===== src/hdl/psx_pkg.sv =====
// Shared types and constants for the per-station temperature extremes block.
package psx_pkg;

  // Default table depth, one entry per station
  localparam int unsigned STATIONS_DEFAULT = 1024;

  // Field widths
  localparam int unsigned SID_W  = 10;
  localparam int unsigned TEMP_W = 16;
  localparam int unsigned EXT_W  = 36;

  // Stream widths: input request and output result
  localparam int unsigned S_TDATA_W = 48;
  localparam int unsigned M_TDATA_W = 88;
  localparam int unsigned S_PAD_W   = S_TDATA_W - SID_W - EXT_W;
  localparam int unsigned M_PAD_W   = M_TDATA_W - SID_W - 2 * EXT_W;

  // Request kinds carried on tuser
  localparam logic MODE_RECORD = 1'b0;
  localparam logic MODE_READ   = 1'b1;

  // One extreme with its time stamp; temperature sits in the lowest bits
  typedef struct packed {
    logic [5:0]               minute;
    logic [4:0]               hour;
    logic [4:0]               day;
    logic [3:0]               month;
    logic signed [TEMP_W-1:0] temp;
  } extreme_t;

  // One table word: valid flag plus both extremes
  typedef struct packed {
    logic     valid;
    extreme_t high;
    extreme_t low;
  } entry_t;

  // Request as seen by the update logic
  typedef struct packed {
    logic     in_table;
    extreme_t sample;
  } request_t;

endpackage


===== src/hdl/psx_update.sv =====
// Merge logic: new table word for a record request, result word for a read.
module psx_update
  import psx_pkg::*;
(
  input  entry_t   cur,
  input  request_t req,
  output entry_t   upd,
  output entry_t   res
);

  logic below;
  logic above;

  // Strict compares keep the earliest sample on a tie
  assign below = $signed(req.sample.temp) < $signed(cur.low.temp);
  assign above = $signed(req.sample.temp) > $signed(cur.high.temp);

  // Build the write-back word
  always_comb begin
    upd.valid = 1'b1;
    if (!cur.valid) begin
      upd.low  = req.sample;
      upd.high = req.sample;
    end else begin
      upd.low  = below ? req.sample : cur.low;
      upd.high = above ? req.sample : cur.high;
    end
  end

  // Unseen or out-of-table stations read as zeros
  always_comb begin
    if (req.in_table && cur.valid) begin
      res = cur;
    end else begin
      res = '0;
    end
  end

endmodule


===== config.mk =====
export PLATFORM = sky130hd
export DESIGN_NAME = psx_update
export DESIGN_NICKNAME = d
export VERILOG_FILES = /design/src/hdl/psx_pkg.sv /design/src/hdl/psx_update.sv
export SDC_FILE = /design/constraint.sdc
export NUM_CORES = 1
export LEC_CHECK = 0
export BUFFER_PORTS_ARGS = -buffer_cell sky130_fd_sc_hd__buf_2
export CORE_AREA = 8 8 92 94
export DETAILED_ROUTE_END_ITERATION = 16
export DIE_AREA = 0 0 100 102
export PLACE_DENSITY_LB_ADDON = 0.25
export SLEW_MARGIN = 20
export SYNTH_ARGS = -nofsm -noshare
export SYNTH_HDL_FRONTEND = slang
export SYNTH_SLANG_ARGS = --single-unit
export TNS_END_PERCENT = 5

===== constraint.sdc =====
create_clock -name vclk -period 3.7
set_input_delay 0.185 -clock vclk [all_inputs]
set_output_delay 0.185 -clock vclk [all_outputs]
set_load 0.03 [all_outputs]

# Yosys cells after proc, flatten, opt, wreduce, memory -nomap -nowiden
# Index checks and enable logic that the tools add are counted.
# Widths: inputs -> output; s select.
[classes]
magnitude_cmp = 2
reduce_logical = 1
muxes = 4
[op_table]
columns = ["op", "count"]
rows = [
  ["$mux 73", 1],
  ["$mux 36", 2],
  ["$mux 72", 1],
  ["$gt 16x16->1", 1],
  ["$lt 16x16->1", 1],
  ["$logic_and 1x1->1", 1],
]
[word_totals]
register_bits = 0
elab_cells = 7
output_inout_bits = 146

# Depth between registers and ports, before layout
[logic_depth]
depth_word = 3
ltp_mapped = 9

# Least setup slack after synthesis
# OpenSTA, ideal clock, no wires.
[synth_path]
path_type = "input-to-output"
start = "input port cur[49] in the netlist's numbering"
end = "output port upd[47] in the netlist's numbering"
path_stages = 9
slack_ns = 1.253
required_ns = 3.515
t_arrival_ns = 2.262
path_cell_list = "inv_1 -> ha_1 -> a21oi_1 -> o21ai_0 -> a311o_1 -> a31o_2 -> a21oi_4 -> buf_2 -> mux2_1"
[synth_lines]
columns = ["item", "line", "source"]
rows = [
  ["start: declaration", "psx_update.sv:5", "input entry_t cur,"],
  ["end: declaration", "psx_update.sv:7", "output entry_t upd,"],
]

==> metrics <==
Crit Path Category primary input to primary output; most used cell, CP buf_2; final hold violations 0; post-DP HPWL 8920 µm; first-pass GRT wire length 15700 µm; Worst-Margin Slew 0.957 ns; row cnt 31; area grow syn2layout 59.2%; min Tclk post-route 2.98 ns; switch share 63.3%; RSZ-0062 raised after global routing false; synth warn 0; Starting Density 31.8%; Mapped Cells 293; clkbuf count 0; top area cells in the synthesized netlist mux2_2 (34%), and3_1 (20%), ha_1 (17%); uppermost layer routed met4; WP data arrival 2.79 ns; commonest non-fill, non-tap cell in the layout buf_2; final worst-path cycle share 80.5%; Netlist cell types 33; hold endpoint upd[35]; met2 WL post-DR 5620 µm; Final #Nets 672; initial drt markers 95; register area 0 µm²; post-synthesis sequential area ratio 0%; gp weighted congestion 0.873; vias 3072; Mapped Area 2240 µm²; internal power 0.000272 W; status finished clean; Static Leak 2.31 nW; die height 102 µm; slowest stage cell, crit path mux2i_4; setup violators final 0; share of cells above drive strength 1 62.4%; fmax 336 MHz; clock share of power 0%; initial antenna violation count 0; top-area cell type share of the netlist area 33.6%; Die W 100 µm; wire per inst 16.7 µm; Routed Wire Length 10500 µm; NetSw 0.000469 W; Seq cells 0; Comb power frac 100.0%; gr ovfl total 0; Met3 Wirelength 790 µm; worst path cell trace buf_2, ha_1, nand4_1, nor3_1, a31oi_1, nand3_2, mux2i_4, buf_4, mux2_2, buf_2; synthesized net count 434; core box area 7060 µm²; router iterations before antenna repair 4; total track usage 18.4%; area leader, netlist mux2_2; hold bufs inserted after CTS 0; CP endpoint kind primary output; Max stage delay on crit path 0.52 ns; I/O pin count 256; WP data required 3.51 ns; number of global-route vias before repair 3177; most frequent cells in the layout buf_2 (255), and3_1 (72), mux2_2 (67); largest net degree at the start of global routing 74; routed metal-1 wirelength 4050 µm; WHS Path Cells 4; final hold slack 0.744 ns; DIE AREA 10200 µm²; Hold Crit Class primary input to primary output; setup bufs post-CTS 0; hold_sp req[35]; CTS resizes 0; Relative slew margins 36.2%; DRC viols 0; total negative slack 0 ns; Slew Viols, Final 0; Mean Syn Cell Area 7.65 µm²; DRT antenna net count 0; number of port buffers 255; CP Launch Type primary input; Max-cap violations 0; Inserted Diodes 0; Critical Path Fanout Max 13; Max IR drop VDD 0.0911 mV; Vias/cell 4.89; Pwr Density 207 nW/µm²; Flop pwr share 0%
## cell usage after synthesis
cell      count
nor2_1        4
mux2_2       67
a21oi_4       1
a2111o_1      1
nand2b_1      2
o22ai_1       2
a311o_1       1
nor3_1        3
o221ai_1      1
xor2_1        1
and2_1        1
nand2_1      12
nand3_1       1
a31oi_1       1
o31ai_1       1
a31o_2        1
a211oi_1      1
and3_1       72
a21oi_1      12
mux2i_4       1
buf_2         3
inv_1        35
nand4_1       5
ha_1         31
buf_6         3
o21a_1        1
conb_1        1
clkbuf_1     16
mux2_1        3
o21ai_0       6
buf_4         1
nand3_2       1
nor2b_1       1
## through the flow
| stage | utilization, % | area, µm² | cells | total power (W) | setup WS, ns |
|---|---|---|---|---|---|
| 2_1_floorplan | - | 2240 | 293 | 0.000510 | 1.25 |
| 3_3_place_gp | 50.5 | 3570 | 628 | 0.000738 | 0.784 |
| 3_5_place_dp | 50.5 | 3570 | 628 | 0.000745 | 0.692 |
| 4_1_cts | 50.5 | 3570 | 628 | 0.000747 | 0.695 |
| 5_1_grt | 50.5 | 3570 | 628 | 0.000791 | 0.545 |
| 6_report | 50.5 | 3570 | 628 | 0.000740 | 0.721 |
## per-layer routing
layer  global-route usage, %  vias to the layer above
met2                    36.8                      127
met3                    4.29                        6
met1                    19.5                     1403
met5                       0                        -
met4                    1.28                        0
li1                        -                     1536
## cell type report
cell class	instances	area (µm²)
Fill cell	745	3490
Inverter	35	131
Multi-Input combinational cell	235	1990
Tap cell	99	124
Timing Repair Buffer	259	1320
## power groups by stage
stage	clock [W]	combinational (W)	sequential [W]
floorplan	0	0.000510	0
global placement	0	0.000738	0
detailed placement	0	0.000745	0
CTS	0	0.000747	0
global route	0	0.000791	0
finish	0	0.000740	0
## critical path: cells and delay by family
family,cells,cell delay [ns]
AOI/OAI and AO/OA,1,0.13
adders and majority gates,1,0.37
buffers and inverters,3,0.64
muxes,2,0.88
and+or+nand+nor,3,0.58
## worst max path at each step
stage,depth (start not counted),endpoint,startpoint
final,10,upd[19],req[15]
after global routing,11,upd[26],cur[15]
after CTS,11,upd[16],cur[15]
after detailed placement,11,upd[16],cur[15]
after global placement,11,upd[18],cur[15]
after floorplan,9,upd[47],cur[49]
## kinds of logic (layout without fill, tap and decap cells)
| group | Yosys count | in the layout | share of synthesized area [%] |
|---|---|---|---|
| fa+ha+maj | 31 | 31 | 17.3 |
| compound gates | 29 | 29 | 8.32 |
| other cells | 1 | 1 | 0.167 |
| simple gates | 102 | 102 | 26.6 |
| xor+xnor | 1 | 1 | 0.391 |
| mux | 71 | 71 | 36.2 |
| buf+inv | 58 | 294 | 11.0 |
Power figures use the tool's default switching activity.
